**config.mk**
```make
export PLATFORM = sky130hd
export DESIGN_NAME = half_float_convert_flat
export DESIGN_NICKNAME = d
export VERILOG_FILES = /design/src/sv/hfc_pkg.sv /design/src/sv/hfc_in_if.sv /design/src/sv/hfc_out_if.sv /design/src/sv/half_float_convert.sv /design/src/flat_wrapper.sv
export SDC_FILE = /design/constraint.sdc
export NUM_CORES = 1
export LEC_CHECK = 0
export ABC_AREA = 1
export BUFFER_PORTS_ARGS = -buffer_cell sky130_fd_sc_hd__buf_2
export CAP_MARGIN = 10
export CORE_MARGIN = 4
export CORE_UTILIZATION = 36
export DETAILED_ROUTE_END_ITERATION = 7
export GPL_ROUTABILITY_DRIVEN = 0
export GPL_TIMING_DRIVEN = 0
export SYNTH_ARGS = -nofsm -noshare
export SYNTH_HDL_FRONTEND = slang
export SYNTH_SLANG_ARGS = --single-unit
```
**constraint.sdc**
```tcl
create_clock -name clk -period 3.3 [get_ports clk]
set_input_delay 0.495 -clock clk [delete_from_list [all_inputs] [get_ports clk]]
set_output_delay 0.495 -clock clk [all_outputs]
set_load 0.03 [all_outputs]
```
**src/sv/hfc_pkg.sv**
```systemverilog
// package: types and constants for the half/single float converter
package hfc_pkg;

    typedef enum logic
    {
        CMD_NARROW = 1'b0,
        CMD_WIDEN  = 1'b1
    } cmd_t;

    localparam logic [15:0] HALF_SIGN   = 16'h8000;
    localparam logic [15:0] HALF_INF    = 16'h7c00;
    localparam logic [9:0]  MANT_MASK   = 10'h3ff;
    localparam logic [4:0]  HALF_EXP_MAX = 5'h1f;
    localparam logic [7:0]  SINGLE_EXP_MAX = 8'hff;
    localparam logic [7:0]  SINGLE_BIAS = 8'd127;
    localparam logic [7:0]  HALF_BIAS   = 8'd15;
    localparam logic [7:0]  SUB_EXP_START = 8'd113;

    // request payloads
    typedef struct packed
    {
        cmd_t        cmd;
        logic [31:0] operand_bits;
    } in_req_t;

    typedef struct packed
    {
        logic [31:0] result_bits;
    } out_req_t;

endpackage

```
**src/sv/hfc_in_if.sv**
```systemverilog
// interface: input request channel
interface hfc_in_if;
    logic                 valid;
    logic                 ready;
    hfc_pkg::cmd_t        cmd;
    logic [31:0]          operand_bits;

    modport source (output valid, output cmd, output operand_bits, input ready);
    modport sink   (input valid, input cmd, input operand_bits, output ready);
endinterface

```
**src/sv/hfc_out_if.sv**
```systemverilog
// interface: result request channel
interface hfc_out_if;
    logic        valid;
    logic        ready;
    logic [31:0] result_bits;

    modport source (output valid, output result_bits, input ready);
    modport sink   (input valid, input result_bits, output ready);
endinterface

```
**src/sv/half_float_convert.sv**
```systemverilog
// top level: binary32 / binary16 converter, one request per cycle when out_ch is not stalled
//
//  channel   dir   fields
//  in_ch     in    cmd, operand_bits
//  out_ch    out   result_bits
//
// one request per cycle sustained while out_ch is ready; input register, then
// result register. the conversion is a single pass of logic with a ten-bit
// leading-zero count. rst_n clears both valid flags only. a stalled result
// holds; the input stage takes one more request behind it, then holds too.
module half_float_convert
(
    input  logic  clk,
    input  logic  rst_n,
    hfc_in_if.sink    in_ch,
    hfc_out_if.source out_ch
);
    import hfc_pkg::*;

    logic        in_valid_reg;
    in_req_t     in_data_reg;
    logic        out_valid_reg;
    out_req_t    out_data_reg;
    logic        out_load;
    logic        in_load;
    logic [31:0] conv;

    assign out_load = in_valid_reg && (!out_valid_reg || out_ch.ready);
    assign in_load  = !in_valid_reg || out_load;
    assign in_ch.ready = in_load;

    // input register
    always_ff @(posedge clk or negedge rst_n)
    begin
        if (!rst_n)
            in_valid_reg <= 1'b0;
        else if (in_load)
            in_valid_reg <= in_ch.valid;
    end

    always_ff @(posedge clk)
    begin
        if (in_load && in_ch.valid)
        begin
            in_data_reg.cmd          <= in_ch.cmd;
            in_data_reg.operand_bits <= in_ch.operand_bits;
        end
    end

    // conversion logic
    always_comb
    begin
        logic [15:0] sgn_h;
        logic [8:0]  rexp;
        logic [4:0]  hexp;
        logic [9:0]  hman;
        logic [3:0]  lz;
        logic [10:0] shifted;
        logic [7:0]  sexp;
        logic [15:0] h;
        conv    = '0;
        sgn_h   = in_data_reg.operand_bits[31:16] & HALF_SIGN;
        // rebias in nine bits: e - 112 ranges -112..143
        rexp    = {1'b0, in_data_reg.operand_bits[30:23]}
                  - {1'b0, SINGLE_BIAS} + {1'b0, HALF_BIAS};
        h       = in_data_reg.operand_bits[15:0];
        hexp    = h[14:10];
        hman    = h[9:0] & MANT_MASK;
        lz      = 4'd0;
        for (int i = 0; i < 10; i++)
        begin
            if (hman[i])
                lz = 4'(9 - i);
        end
        shifted = {hman, 1'b0} << lz;
        sexp    = '0;
        unique case (in_data_reg.cmd)
            CMD_NARROW:
            begin
                if (in_data_reg.operand_bits[30:23] <= 8'd112)
                    conv = {16'd0, sgn_h};
                else if (in_data_reg.operand_bits[30:23] >= 8'd143)
                    conv = {16'd0, sgn_h | HALF_INF};
                else
                    conv = {16'd0, sgn_h | {1'b0, rexp[4:0], 10'd0}
                            | {6'd0, in_data_reg.operand_bits[22:13]}};
            end
            CMD_WIDEN:
            begin
                if (hexp == 5'd0)
                begin
                    if (hman == 10'd0)
                        conv = {h[15], 31'd0};
                    else
                    begin
                        // subnormal: shift so bit 10 is set, then drop it
                        sexp = SUB_EXP_START - 8'(lz) - 8'd1;
                        conv = {h[15], sexp, shifted[9:0], 13'd0};
                    end
                end
                else if (hexp == HALF_EXP_MAX)
                    conv = {h[15], SINGLE_EXP_MAX, hman, 13'd0};
                else
                begin
                    sexp = {3'd0, hexp} + SINGLE_BIAS - HALF_BIAS;
                    conv = {h[15], sexp, hman, 13'd0};
                end
            end
            default: conv = '0;
        endcase
    end

    // result register
    always_ff @(posedge clk or negedge rst_n)
    begin
        if (!rst_n)
            out_valid_reg <= 1'b0;
        else if (out_load)
            out_valid_reg <= 1'b1;
        else if (out_ch.ready)
            out_valid_reg <= 1'b0;
    end

    always_ff @(posedge clk)
    begin
        if (out_load)
            out_data_reg.result_bits <= conv;
    end

    assign out_ch.valid       = out_valid_reg;
    assign out_ch.result_bits = out_data_reg.result_bits;

endmodule
```
**src/flat_wrapper.sv**
```systemverilog
// flat-port wrapper written by rule: the top's interface ports become plain ports
module half_float_convert_flat import hfc_pkg::*;
  (clk, rst_n, in_ch_valid, in_ch_cmd, in_ch_operand_bits, in_ch_ready, out_ch_valid, out_ch_result_bits, out_ch_ready);
  hfc_in_if in_ch_i ();
  hfc_out_if out_ch_i ();
  input  logic clk;
  input  logic rst_n;
  input wire logic [$bits(in_ch_i.valid)-1:0] in_ch_valid;
  input wire logic [$bits(in_ch_i.cmd)-1:0] in_ch_cmd;
  input wire logic [$bits(in_ch_i.operand_bits)-1:0] in_ch_operand_bits;
  output wire logic [$bits(in_ch_i.ready)-1:0] in_ch_ready;
  output wire logic [$bits(out_ch_i.valid)-1:0] out_ch_valid;
  output wire logic [$bits(out_ch_i.result_bits)-1:0] out_ch_result_bits;
  input wire logic [$bits(out_ch_i.ready)-1:0] out_ch_ready;
  assign in_ch_i.valid = in_ch_valid;
  assign in_ch_i.cmd = in_ch_cmd;
  assign in_ch_i.operand_bits = in_ch_operand_bits;
  assign in_ch_ready = in_ch_i.ready;
  assign out_ch_valid = out_ch_i.valid;
  assign out_ch_result_bits = out_ch_i.result_bits;
  assign out_ch_i.ready = out_ch_ready;
  half_float_convert u_core (.clk(clk), .rst_n(rst_n), .in_ch(in_ch_i), .out_ch(out_ch_i));
endmodule
```
==> Word-level counts from Yosys, hierarchy flattened <==
Index checks and enable logic that the tools add are counted.
{ "totals": {"input_bits": 37, "romBits": 0, "mem_count": 0, "ff_bits": 67, "latch_bits": 0, "out_inout_bits": 34, "ramBits": 0, "wordCells": 45} }
{ "classes": {"n_shift": 1, "n_lt_le_gt_ge": 2, "reduce_logical": 9, "div_mod_pow": 0, "eq_ne": 1, "bitwise_logic": 3, "n_mux": 18, "mul": 0, "add_sub_neg": 6} }
{ "ops": {"columns": ["op", "n"], "rows": [
  ["two-way mux 31 bit", 3],
  ["one-hot mux 32 bit (2 select lines)", 1],
  ["two-way mux 4 bit", 10],
  ["two-way mux 32 bit", 1],
  ["two-way mux 16 bit", 1],
  ["bitwise OR 16 x 10 -> 16 bit", 1],
  ["bitwise OR 16 x 15 -> 16 bit", 1],
  ["<< shifter 11 x 4 -> 10 bit", 1],
  ["logical NOT 10 bit", 1],
  ["adder 5 x 7 -> 8 bit (second input constant)", 1],
  [">= comparator 8 bit (second input constant)", 1],
  ["less-or-equal comparator 8 x 7 -> 1 bit (second input constant)", 1],
  ["subtractor 7 x 4 -> 8 bit (first input constant)", 1],
  ["subtractor 8 x 1 -> 8 bit (second input constant)", 1],
  ["subtractor 8 x 4 -> 8 bit (second input constant)", 1],
  ["adder 5 x 4 -> 5 bit (second input constant)", 1],
  ["equality test 5 bit (second input constant)", 1],
  ["logical NOT 5 bit", 1],
  ["subtractor 5 bit (second input constant)", 1],
  ["logical AND 1 bit", 2],
  ["logical NOT 1 bit", 2],
  ["logical OR 1 bit", 2],
  ["two-way mux 1 bit", 2],
  ["nonzero test 2 bit", 1],
  ["NOT 1 bit", 1]
]} }

==> Logic depth before layout (Yosys ltp) <==
{ "logic_depth": {"word_depth": 15, "mapped_depth": 17} }

==> Worst setup path after synthesis <==
OpenSTA, ideal clock, no wires.
{ "synth_path": {"path_kind": "register to register", "startpoint": "register u_core.out_valid_reg (netlist: u_core.out_ch.valid)", "endpoint": "register u_core.out_ch.result_bits[0] (netlist name)", "path_buffers": 0, "required_time_ps": 2871, "arrival_ps": 2112, "stages_incl_launch_ff": 2, "setup_slack_ps": 759, "period_less_slack_ps": 2541, "setup_ps": 429, "cell_sequence": "dfrtp_1 -> a21oi_1"} }
{ "synth_via": {"elab_chain_cells": 3} }
{ "synth_lines": {"columns": ["element", "line", "source"], "rows": [
  ["start: declaration", "half_float_convert.sv:22", "logic out_valid_reg;"],
  ["start signal: assignment", "half_float_convert.sv:117", "out_valid_reg <= 1'b0;"],
  ["start signal: assignment", "half_float_convert.sv:119", "out_valid_reg <= 1'b1;"],
  ["start signal: assignment", "half_float_convert.sv:121", "out_valid_reg <= 1'b0;"],
  ["logical NOT 1 bit", "half_float_convert.sv:28", "assign out_load = in_valid_reg && (!out_valid_reg || out_ch.ready);"],
  ["logical OR 1 bit", "half_float_convert.sv:28", null],
  ["logical AND 1 bit", "half_float_convert.sv:28", null],
  ["via u_core.out_load", "half_float_convert.sv:24", "logic out_load;"]
]} }
The timed path passes the listed nets, and every way through them passes these cells.
A chain may end at the register's enable or synchronous reset.

==> Final worst setup path <==
{ "layout_path": {"startpoint": "register u_core.in_data_reg[4] (netlist bit)", "endpoint": "register u_core.out_ch.result_bits[20] (netlist name)"} }
{ "layout_via": {"elab_chain_cells": 10, "elab_cells_between_ends": 11, "cone_classes": "1 x shift; 9 x mux; 1 x reduce/logical"} }
{ "layout_lines": {"columns": ["element", "line", "source"], "rows": [
  ["start: declaration", "half_float_convert.sv:21", "in_req_t in_data_reg;"],
  ["two-way mux 4 bit (6 in a row)", "half_float_convert.sv:72", "if (hman[i])"],
  ["<< shifter 11 x 4 -> 10 bit", "half_float_convert.sv:75", "shifted = {hman, 1'b0} << lz;"],
  ["two-way mux 31 bit (*)", "half_float_convert.sv:92", "if (hman == 10'd0)"],
  ["two-way mux 31 bit (*)", "half_float_convert.sv:90", "if (hexp == 5'd0)"],
  ["one-hot mux 32 bit (2 select lines) (*)", "half_float_convert.sv:77", "unique case (in_data_reg.cmd)"]
]} }
Every way passes the cells marked *; elsewhere a longest branch is shown, timed or not.

==> results.yml <==
outcome:
  status: "completed"
logic_synthesis:
  synth.area.mux_share_pct: 0
  netlist_instances: 272
  ys_seq_elements: 66
  syn_area_per_cell_sq_um: 10.7
  synth_xor_xnor_area_share_pct: 0.603
  synth_fp_nets: 310
  synth_top_family_by_area: "simple AND/OR/NAND/NOR gates"
  synth_area_sq_mm: 0.00290
  synth_cell_types: 29
  yosys_warnings: 0
  yosys.area_share.simple_pct: 17.9
  synth-compound-area-share_pct: 6.34
  synth-adder-area-share_pct: 0.431
  synth_seq_area_share_pct: 67.9
worst_setup_path:
  crit_fanout: 6
  critPathKind: "register to register"
  cp_data_required_time_ps: 3370
  critical_path.startpoint_type: "register"
  critPathArrivalTime_ps: 2080
  critPathCaptureType: "register"
sta:
  skew_ps: 7.28
  fmax_mhz: 498
  max_slew_margin_pct: 60.6
  rsz0062_at_grt: "false"
  finalCriticalPeriod_ps: 2010
  slew_viol_final: 0
  setup_violations: 0
  tightestPinTransition_ps: 591
  hold_viol_final: 0
  layout_worst_path_cycle_share_pct: 60.9
pwr:
  irDropWorstVdd_v: 0.000243
  power_mw: 1.97
  power_density_mw_per_mm2: 542
  power.leakage_nw: 1.63
cells_and_area:
  nFillCells: 754
  final_cells: 463
  drive_gt1_share_pct: 28.3
  multiInputGateArea_sq_um: 746
  nets: 394
  register_area_sq_mm: 0.00197
  largest_reg_flops: 33
  area_delta_synth_final_pct: 24.9
  diodes: 0
min_path:
  min_path_type: "input port to register"
route:
  drc: 0
  dr.pass1.iters: 4
  routed_wirelength_microns: 5780
  vias: 2080
  postRouteAntennaNets: 0
  drt_iter0_markers: 168
  viasPerCell: 4.49
  wl_per_cell_microns: 12.5
floorplanning:
  coreArea_sq_mm: 0.00777
  initial_utilization_pct: 37.4
  ios: 71
  die_w_microns: 97.8
  rows: 32
  die-area_sq_mm: 0.00956
  die_y_microns: 97.8
clocking:
  cts_tree: "done"
  clk_latency_ps: 340
  cts_max_level: 3
  clock-sinks: 66
  clkTransAtPathRegs_ps: 70
  cts_root_buf: "clkbuf_8"
  cts_made_buffers: 9
  clock_path_buffers: 2
grt:
  grt_pass1_wl_microns: 9580
  grt_usage_pct: 12.8
  first_global_vias: 2052
  antenna_found_initial: 0
  grt_max_degree: 22
  overflow: 0
placed_design:
  hpwl_microns: 4300
  placed_cells: 446
  portBuffers: 70
flow_run:
  max_cap_viol_count: 0
-- metrics by stage --
stage               utilization (%)  setup WS [ps]  hold WS [ps]  cell area (sq um)  TNS (ps)
floorplan                         -            759           199               2900         0
finish                         46.7           1290           329               3630         0
global placement               43.5          -20.4           281               3380      -597
CTS                            46.7           1340           311               3630         0
global route                   46.7           1140           298               3630         0
detailed placement             44.4           1390           284               3450         0
-- layout by cell type, fill, tap and decap left out, types with 2 or more instances in the layout --
cell and count:
xnor2_1 2, o21ai_0 4, buf_2 71, nand4_1 2, inv_1 42, edfxtp_1 64, clkbuf_1 2, nor2_1 30
inv_2 2, nand3_1 18, nand2_1 63, a21oi_1 19, clkbuf_8 9, buf_16 2, o21ai_2 2, nand2_4 2
clkinv_2 4, dfrtp_1 2, a31oi_1 3
-- synthesized netlist by cell type (all sizes together) --
library cell	count	area share (%)
clkbuf	2	0.26
edfxtp	64	66
buf	3	0.82
nor2	31	4.3
nand3	19	3.4
nand3b	1	0.26
nor4	1	0.22
nand4	2	0.43
inv	44	5.7
a31oi	3	0.65
nor3	1	0.17
xnor2	2	0.60
o31ai	1	0.26
o22ai	1	0.22
o21ai	7	1.5
nand2	66	9.1
ha	1	0.43
dfrtp	2	1.7
a21oi	21	3.8
-- cell families (layout without fill, tap and decap cells) --
family                   Yosys count  count (layout)
flip-flops                        66              66
buffers and inverters             49             138
AND/OR/NAND/NOR                  121             121
AO/OA/AOI/OAI                     33              33
XOR/XNOR                           2               2
adder cells (fa/ha/maj)            1               1
-- where the power goes --
group / switching (mW) / leakage (nW) / internal [mW]
sequential: 0.0305 / 0.645 / 1.01
clock: 0.309 / 0.0891 / 0.270
combinational: 0.235 / 0.898 / 0.108
-- worst paths after layout --
kind                                                       to  cells after the start                    from  slack, ps
worst max-delay path            u_core.out_ch.result_bits[20]                     10   u_core.in_data_reg[4]       1290
worst min-delay path                   u_core.in_data_reg[11]                      1  in_ch_operand_bits[11]        330
worst max register to register  u_core.out_ch.result_bits[20]                     10   u_core.in_data_reg[4]       1290
worst min register to register            u_core.out_ch.valid                      2     u_core.in_valid_reg        520
max in group asynchronous                 u_core.in_valid_reg                      2                   rst_n       2730
min in group asynchronous                 u_core.out_ch.valid                      2                   rst_n        470
-- timing repair --
item | CTS | global route
setup buffers | 0 | 0
hold buffers | 1 | 0
endpoints found under the hold margin | 2 | 0
gates resized for setup | 0 | 0
-- layout make-up --
type / count / share of cell area, %
Tap cell: 102 / 3.52
Clock inverter: 7 / 1.24
Inverter: 44 / 4.55
Multi-Input combinational cell: 157 / 20.6
Clock buffer: 9 / 3.42
Timing Repair Buffer: 73 / 11.5
Sequential cell: 66 / 54.4
Buffer: 5 / 0.863
-- worst max-delay path: stages (launching register included) --
cell and delay (ps):
edfxtp_1 470, nor2_1 180, nand3_1 130, nand2_1 230, inv_1 150, nor2_1 190, nand3_1 100, nand2_1 70
nor2_1 40, o21ai_1 100, a21oi_1 90
-- per-layer routing --
metal	up-vias	routed length, microns	GRT usage (%)
met5	-	0	0
met4	0	87	5.22
met3	6	491	5.14
met2	80	2660	19.5
met1	915	2540	16.4
li1	1079	-	-
Note: power is estimated with default switching activity, not from simulation.
